$ cat src/fhm_pkg.sv
// Shared constants, codes and types for the FIFO handoff mutex.
package fhm_pkg;

   // Fixed port widths
   localparam int MODE_BITS   = 2;
   localparam int REQ_BITS    = 8;
   localparam int STATUS_BITS = 3;
   localparam int ID_MAX_BITS = 16;

   // Parameter defaults
   localparam int DEF_QUEUE_DEPTH = 16;
   localparam int DEF_ID_BITS     = 8;

   // Request modes (the unused code behaves as a try lock)
   localparam logic [MODE_BITS-1:0] MODE_LOCK   = 2'd0;
   localparam logic [MODE_BITS-1:0] MODE_TRY    = 2'd1;
   localparam logic [MODE_BITS-1:0] MODE_UNLOCK = 2'd2;

   // Result status codes
   localparam logic [STATUS_BITS-1:0] STAT_ACQUIRED    = 3'd0;
   localparam logic [STATUS_BITS-1:0] STAT_QUEUED      = 3'd1;
   localparam logic [STATUS_BITS-1:0] STAT_BUSY        = 3'd2;
   localparam logic [STATUS_BITS-1:0] STAT_NO_WAIT     = 3'd3;
   localparam logic [STATUS_BITS-1:0] STAT_FULL        = 3'd4;
   localparam logic [STATUS_BITS-1:0] STAT_RELEASED    = 3'd5;
   localparam logic [STATUS_BITS-1:0] STAT_UNLOCK_FREE = 3'd6;

   // Controller to datapath commands
   typedef struct packed {
      logic load;   // capture the request item
      logic exec;   // decide and update lock state
   } ctl_type;

endpackage

$ cat src/fhm_ram.sv
// Generic single-write, single-read RAM with registered read data.
module fhm_ram #(
   parameter int WIDTH = 8,
   parameter int DEPTH = 16,
   localparam int ADDR_W = (DEPTH > 1) ? $clog2(DEPTH) : 1
) (
   input  logic              clock,
   input  logic              wr_en,
   input  logic [ADDR_W-1:0] wr_addr,
   input  logic [WIDTH-1:0]  wr_data,
   input  logic [ADDR_W-1:0] rd_addr,
   output logic [WIDTH-1:0]  rd_data
);

   logic [WIDTH-1:0] mem_ff [DEPTH];
   logic [WIDTH-1:0] rd_data_ff;

   always_ff @(posedge clock) begin
      if (wr_en) begin
         mem_ff[wr_addr] <= wr_data;
      end
      rd_data_ff <= mem_ff[rd_addr];
   end

   assign rd_data = rd_data_ff;

endmodule

$ cat src/fhm_ctrl.sv
// Controller: two-state sequencer that paces items through the datapath.
module fhm_ctrl (
   input  logic               clock,
   input  logic               reset,
   input  logic               start,
   output logic               busy,
   output fhm_pkg::ctl_type   ctl
);

   localparam logic S_IDLE = 1'b0;
   localparam logic S_EXEC = 1'b1;

   logic state_ff;
   logic state_in;

   always_comb begin
      state_in = state_ff;
      ctl.load = 1'b0;
      ctl.exec = 1'b0;
      case (state_ff)
         S_IDLE: begin
            if (start) begin
               ctl.load = 1'b1;
               state_in = S_EXEC;
            end
         end
         S_EXEC: begin
            ctl.exec = 1'b1;
            state_in = S_IDLE;
         end
         default: begin
            state_in = S_IDLE;
         end
      endcase
   end

   always_ff @(posedge clock) begin
      if (reset) begin
         state_ff <= S_IDLE;
      end else begin
         state_ff <= state_in;
      end
   end

   assign busy = (state_ff == S_EXEC);

endmodule

$ cat src/fhm_dpath.sv
// Datapath: lock flag, waiter queue pointers, waiter RAM and result registers.
module fhm_dpath #(
   parameter int QUEUE_DEPTH = fhm_pkg::DEF_QUEUE_DEPTH,
   parameter int ID_BITS     = fhm_pkg::DEF_ID_BITS
) (
   input  logic                              clock,
   input  logic                              reset,
   input  fhm_pkg::ctl_type                  ctl,
   input  logic [fhm_pkg::MODE_BITS-1:0]     req_mode,
   input  logic [fhm_pkg::REQ_BITS-1:0]      req_requester,
   input  logic                              req_can_wait,
   output logic                              rsp_strobe,
   output logic [fhm_pkg::STATUS_BITS-1:0]   rsp_status,
   output logic                              rsp_wake_valid,
   output logic [fhm_pkg::REQ_BITS-1:0]      rsp_wake_requester
);

   localparam int PTR_W = (QUEUE_DEPTH > 1) ? $clog2(QUEUE_DEPTH) : 1;
   localparam int CNT_W = $clog2(QUEUE_DEPTH + 1);
   localparam logic [PTR_W-1:0] LAST_SLOT = PTR_W'(QUEUE_DEPTH - 1);
   localparam logic [CNT_W-1:0] FULL_CNT  = CNT_W'(QUEUE_DEPTH);

   // captured request
   logic [fhm_pkg::MODE_BITS-1:0] mode_ff;
   logic [ID_BITS-1:0]            id_ff;
   logic                          can_wait_ff;
   logic [fhm_pkg::ID_MAX_BITS-1:0] req_wide;

   // lock state
   logic             held_ff,  held_in;
   logic [PTR_W-1:0] head_ff,  head_in;
   logic [PTR_W-1:0] tail_ff,  tail_in;
   logic [CNT_W-1:0] count_ff, count_in;

   // results
   logic                            strobe_ff;
   logic [fhm_pkg::STATUS_BITS-1:0] status_ff, status_in;
   logic                            wake_ff,   wake_in;
   logic [fhm_pkg::REQ_BITS-1:0]    wake_id_ff, wake_id_in;

   logic                            push;
   logic [ID_BITS-1:0]              head_data;
   logic [fhm_pkg::ID_MAX_BITS-1:0] head_wide;

   assign req_wide  = fhm_pkg::ID_MAX_BITS'(req_requester);
   assign head_wide = fhm_pkg::ID_MAX_BITS'(head_data);

   // Read address tracks head; data is valid in the cycle after load.
   fhm_ram #(
      .WIDTH (ID_BITS),
      .DEPTH (QUEUE_DEPTH)
   ) u_waiters (
      .clock   (clock),
      .wr_en   (push),
      .wr_addr (tail_ff),
      .wr_data (id_ff),
      .rd_addr (head_ff),
      .rd_data (head_data)
   );

   always_comb begin
      held_in    = held_ff;
      head_in    = head_ff;
      tail_in    = tail_ff;
      count_in   = count_ff;
      push       = 1'b0;
      status_in  = status_ff;
      wake_in    = 1'b0;
      wake_id_in = '0;
      if (ctl.exec) begin
         case (mode_ff)
            fhm_pkg::MODE_LOCK: begin
               if (!held_ff) begin
                  held_in   = 1'b1;
                  status_in = fhm_pkg::STAT_ACQUIRED;
               end else if (!can_wait_ff) begin
                  status_in = fhm_pkg::STAT_NO_WAIT;
               end else if (count_ff >= FULL_CNT) begin
                  status_in = fhm_pkg::STAT_FULL;
               end else begin
                  push      = 1'b1;
                  tail_in   = (tail_ff == LAST_SLOT) ? '0 : tail_ff + 1'b1;
                  count_in  = count_ff + 1'b1;
                  status_in = fhm_pkg::STAT_QUEUED;
               end
            end
            fhm_pkg::MODE_UNLOCK: begin
               if (!held_ff) begin
                  status_in = fhm_pkg::STAT_UNLOCK_FREE;
               end else if (count_ff != '0) begin
                  head_in    = (head_ff == LAST_SLOT) ? '0 : head_ff + 1'b1;
                  count_in   = count_ff - 1'b1;
                  wake_in    = 1'b1;
                  wake_id_in = head_wide[fhm_pkg::REQ_BITS-1:0];
                  status_in  = fhm_pkg::STAT_RELEASED;
               end else begin
                  held_in   = 1'b0;
                  status_in = fhm_pkg::STAT_RELEASED;
               end
            end
            default: begin
               // try lock, and the unused mode code
               if (!held_ff) begin
                  held_in   = 1'b1;
                  status_in = fhm_pkg::STAT_ACQUIRED;
               end else begin
                  status_in = fhm_pkg::STAT_BUSY;
               end
            end
         endcase
      end
   end

   always_ff @(posedge clock) begin
      if (reset) begin
         held_ff   <= 1'b0;
         head_ff   <= '0;
         tail_ff   <= '0;
         count_ff  <= '0;
         strobe_ff <= 1'b0;
      end else begin
         held_ff   <= held_in;
         head_ff   <= head_in;
         tail_ff   <= tail_in;
         count_ff  <= count_in;
         strobe_ff <= ctl.exec;
      end
   end

   always_ff @(posedge clock) begin
      if (ctl.load) begin
         mode_ff     <= req_mode;
         id_ff       <= req_wide[ID_BITS-1:0];
         can_wait_ff <= req_can_wait;
      end
      if (ctl.exec) begin
         status_ff  <= status_in;
         wake_ff    <= wake_in;
         wake_id_ff <= wake_id_in;
      end
   end

   assign rsp_strobe         = strobe_ff;
   assign rsp_status         = status_ff;
   assign rsp_wake_valid     = wake_ff;
   assign rsp_wake_requester = wake_id_ff;

endmodule

$ cat src/fifo_handoff_mutex.sv
// Top level of the FIFO handoff mutex: controller, datapath and checks.
// An accepted item passes through the EXEC state; its result is then registered and strobed.
// A new item is not taken while busy; busy is high for the execute cycle, in which
// the waiter RAM's registered read of the queue head lands and the lock state updates.
// The result shows for one cycle on rsp_strobe; the receiver cannot stall it.
// Reset (synchronous, active high): lock free, queue empty, no strobe; the waiter
// RAM is not cleared, since an entry is only read after it was written.
module fifo_handoff_mutex #(
   parameter int QUEUE_DEPTH = fhm_pkg::DEF_QUEUE_DEPTH,
   parameter int ID_BITS     = fhm_pkg::DEF_ID_BITS
) (
   input  logic                              clock,
   input  logic                              reset,
   // request item
   input  logic                              start,
   output logic                              busy,
   input  logic [fhm_pkg::MODE_BITS-1:0]     req_mode,
   input  logic [fhm_pkg::REQ_BITS-1:0]      req_requester,
   input  logic                              req_can_wait,
   // result item
   output logic                              rsp_strobe,
   output logic [fhm_pkg::STATUS_BITS-1:0]   rsp_status,
   output logic                              rsp_wake_valid,
   output logic [fhm_pkg::REQ_BITS-1:0]      rsp_wake_requester
);

   fhm_pkg::ctl_type ctl;

   // Sequencer: IDLE takes an item (load), EXEC applies it (exec).
   fhm_ctrl u_ctrl (
      .clock (clock),
      .reset (reset),
      .start (start),
      .busy  (busy),
      .ctl   (ctl)
   );

   // Lock flag, circular waiter queue and result registers.
   fhm_dpath #(
      .QUEUE_DEPTH (QUEUE_DEPTH),
      .ID_BITS     (ID_BITS)
   ) u_dpath (
      .clock              (clock),
      .reset              (reset),
      .ctl                (ctl),
      .req_mode           (req_mode),
      .req_requester      (req_requester),
      .req_can_wait       (req_can_wait),
      .rsp_strobe         (rsp_strobe),
      .rsp_status         (rsp_status),
      .rsp_wake_valid     (rsp_wake_valid),
      .rsp_wake_requester (rsp_wake_requester)
   );

`ifndef SYNTH
   // An accepted item always moves into the execute cycle.
   a_accept_busy: assert property (@(posedge clock) disable iff (reset)
      (start && !busy) |=> busy)
      else $error("accepted item did not raise busy");

   // Every execute cycle is followed by exactly one result strobe.
   a_exec_strobe: assert property (@(posedge clock) disable iff (reset)
      busy |=> (rsp_strobe && !busy))
      else $error("execute cycle not followed by a result");

   // A wake only comes with a handoff release.
   a_wake_status: assert property (@(posedge clock) disable iff (reset)
      (rsp_strobe && rsp_wake_valid) |-> (rsp_status == fhm_pkg::STAT_RELEASED))
      else $error("wake reported without release status");

   // Without a wake the reported id is zero.
   a_wake_id_zero: assert property (@(posedge clock) disable iff (reset)
      (rsp_strobe && !rsp_wake_valid) |-> (rsp_wake_requester == '0))
      else $error("nonzero wake id without wake");
`endif

endmodule

$ cat config.mk
export PLATFORM = sky130hd
export DESIGN_NAME = fifo_handoff_mutex
export DESIGN_NICKNAME = d
export VERILOG_FILES = /design/src/fhm_pkg.sv /design/src/fhm_ram.sv /design/src/fhm_ctrl.sv /design/src/fhm_dpath.sv /design/src/fifo_handoff_mutex.sv
export SDC_FILE = /design/constraint.sdc
export NUM_CORES = 1
export LEC_CHECK = 0
export BUFFER_PORTS_ARGS = -buffer_cell sky130_fd_sc_hd__buf_2
export CORE_UTILIZATION = 30
export DETAILED_ROUTE_END_ITERATION = 10
export SETUP_SLACK_MARGIN = 0.1
export SLEW_MARGIN = 40
export SYNTH_ARGS = -nofsm -noshare
export SYNTH_HDL_FRONTEND = slang
export SYNTH_SLANG_ARGS = --single-unit
$ cat constraint.sdc
create_clock -name clock -period 3.4 [get_ports clock]
set_input_delay 0.68 -clock clock [delete_from_list [all_inputs] [get_ports clock]]
set_output_delay 0.68 -clock clock [all_outputs]
set_load 0.005 [all_outputs]
==> results.cfg <==
[finish]
final_common_cell = edfxtp_1
syn_to_final_growth_pct = 15.92
fin_cells = 708
nNetsFinal = 435
finish.utilization = 0.3581
layout-drive-gt1-share = 0.2734
antenna_cells = 0
layout_common_cells = 151 x edfxtp_1, 32 x mux4_2, 27 x buf_2

[synth]
syn_nets = 399
ys_seq_elements = 175
syn_area_um2 = 6804
synth_edf_count = 151
syn_area_per_cell_um2 = 17.95
seq_area_frac_synth = 0.7370
ys.flop_type = edfxtp_1
async_flop_share = 0
synthDistinctLibCells = 43
netlist_instances = 379
yosysWarnings = 0

[floorplan]
num_rows = 54
die_area_um2 = 23290
start_util = 0.3089
die_w_um = 152.6
fp.dieH_um = 152.6
io_pins = 28
core_area_um2 = 22030

[status]
status = finished, violations left
failed_checks = DRC

[clock_network]
cts_hold_buf = 0
cts_sinks = 175
clock_tree.buffer_depth = 2
cts_tree = yes
postCtsSetupBuffers = 0
cts.clk_slew.worst_paths_ps = 70
insertion_delay_ps = 420
cts_buffers = 17
ctsResizeCount = 0
htree_levels = 4
root_buffer = clkbuf_16

[drt]
drt_first_pass_iters = 7
wl_mm = 13.22
ant_nets = 0
vias = 3347
via_per_inst = 4.727
drc_errors = 1
drtIter0Drc = 301
routedWlPerCell_um = 18.67

[sta]
finalCriticalPeriod_ps = 2315
slew_violations = 0
fin_ws_ps = 1085
fin_hold_ws_ps = 431.5
finalCritPeriodShare = 0.6809
slew_headroom = 0.4746
fmaxAchievable_mhz = 431.9
hold_viol = 0
finalSetupTns_ps = 0
rsz0062_at_grt = no
setup_viol = 0
skew_ps = 9.258
worst_pin_slew_ps = 785.3

[pwr]
leakage_nw = 2.488
max-vdd-ir-drop_mv = 0.3711
p_per_area_nw_per_um2 = 553.2

[placed_design]
gp_congestion = 0.7900
numPortBuffers = 27
place_inst = 676
hpwl_mm = 8.644
pre_cts_ws_ps = 1054

[critical_path]
worstPathArrival_ps = 2370
r2r_setup_slack_ps = 1080
r2r_start = u_dpath.mode_ff[0]
regToRegEndpoint = u_dpath.u_waiters.mem_ff[8][3]
start_kind = flip-flop
critPathLaunch = u_dpath.mode_ff[0]
cp.required_ps = 3450
critPathCaptureType = flip-flop
reg2reg_depth = 4
cp_max_fo = 8
crit_type = flip-flop to flip-flop

[global_route]
overflow = 0
grt_use_total = 0.1212
grt_pass1_wl_mm = 20.68
grt_pass1_vias = 3507
antenna_found_initial = 0
grt_max_degree = 36

[hold_path]
min_path_type = input port to flip-flop
holdCritStartpoint = req_mode[1]
hold-path-cell-count = 1
hold_end = u_dpath.mode_ff[1]

[job]
cap_violations = 0
area by class of cell:
cell class	count	area, µm²
Fill cell	2074	14140
Sequential cell	175	5017
Multi-Input combinational cell	179	1687
Clock buffer	21	503.0
Tap cell	280	350.3
Timing Repair Buffer	37	210.2
Clock inverter	11	101.3
Inverter	5	18.77
worst max-delay path, stage by stage, from the launching register on:
cell and delay, ps:
edfxtp_1 480, and4bb_2 380, and2_1 250, nand2_1 190, nor2_1 640
worst max path at each step:
stage / endpoint / slack (ps) / depth (start not counted)
floorplan: u_dpath.u_waiters.mem_ff[0][0] / 1040 / 5
global placement: u_dpath.u_waiters.rd_data[1] / 1100 / 4
detailed placement: u_dpath.u_waiters.mem_ff[12][2] / 1050 / 4
CTS: u_dpath.u_waiters.mem_ff[12][2] / 1010 / 4
global route: u_dpath.u_waiters.mem_ff[8][6] / 960 / 4
finish: u_dpath.u_waiters.mem_ff[8][3] / 1080 / 4
logic make-up after synthesis:
| kind of cell | share of synthesized area |
|---|---|
| AO/OA/AOI/OAI | 0.04303 |
| XOR/XNOR | 0.002575 |
| adder cells (fa/ha/maj) | 0.01103 |
| buffers and inverters | 0.01765 |
| flip-flops | 0.7370 |
| multiplexers | 0.1241 |
| AND/OR/NAND/NOR | 0.06455 |
synth_stat cells, types with 2 or more instances:
cell,count,area share
edfxtp_1,151,0.67
mux4_2,32,0.11
dfxtp_1,24,0.071
a21oi_1,22,0.016
nor2_1,20,0.011
nor2b_1,15,0.014
nand2_1,12,0.0066
clkbuf_1,11,0.0061
and2_1,9,0.0083
mux2i_1,9,0.013
a211oi_1,8,0.0088
ha_1,6,0.011
nand3_1,6,0.0044
o21ai_0,6,0.0044
inv_1,5,0.0028
nor3_1,4,0.0029
buf_2,3,0.0022
nand2b_1,3,0.0028
a22oi_1,2,0.0022
buf_1,2,0.0011
buf_4,2,0.0022
buf_6,2,0.0033
mux2_1,2,0.0033
nand4_1,2,0.0018
or4_1,2,0.0022
xnor2_1,2,0.0026
power breakdown:
part	internal, mW	switching [mW]	total, mW	leakage (nW)
logic	0.0182	0.0252	0.0434	0.629
clock network	1.14	0.802	1.94	0.289
registers	2.35	0.0343	2.38	1.57
sequential cells by signal, summed over array words and instances (netlist names):
signal,count
u_dpath.u_waiters.mem_ff,128
u_dpath.id_ff,8
u_dpath.rsp_wake_requester,8
u_dpath.u_waiters.rd_data,8
u_dpath.count_ff,5
u_dpath.head_ff,4
u_dpath.tail_ff,4
u_dpath.rsp_status,3
u_dpath.mode_ff,2
u_ctrl.busy,1
u_dpath.can_wait_ff,1
u_dpath.held_ff,1
u_dpath.rsp_strobe,1
u_dpath.rsp_wake_valid,1
metal layers:
metal	wire length [µm]	up-vias	global-route usage
li1	-	1571	-
met1	6141	1707	0.1608
met2	6388	57	0.1911
met3	534	12	0.03015
met4	155	0	0.04762
met5	0	-	0
stage by stage:
stage          cell area, µm²  power [mW]
2_1_floorplan            6804       2.435
3_5_place_dp             7264       2.473
3_3_place_gp             7264       2.469
5_1_grt                  7888       4.495
6_report                 7888       4.363
4_1_cts                  7869       4.408
Power figures use the tool's default switching activity.
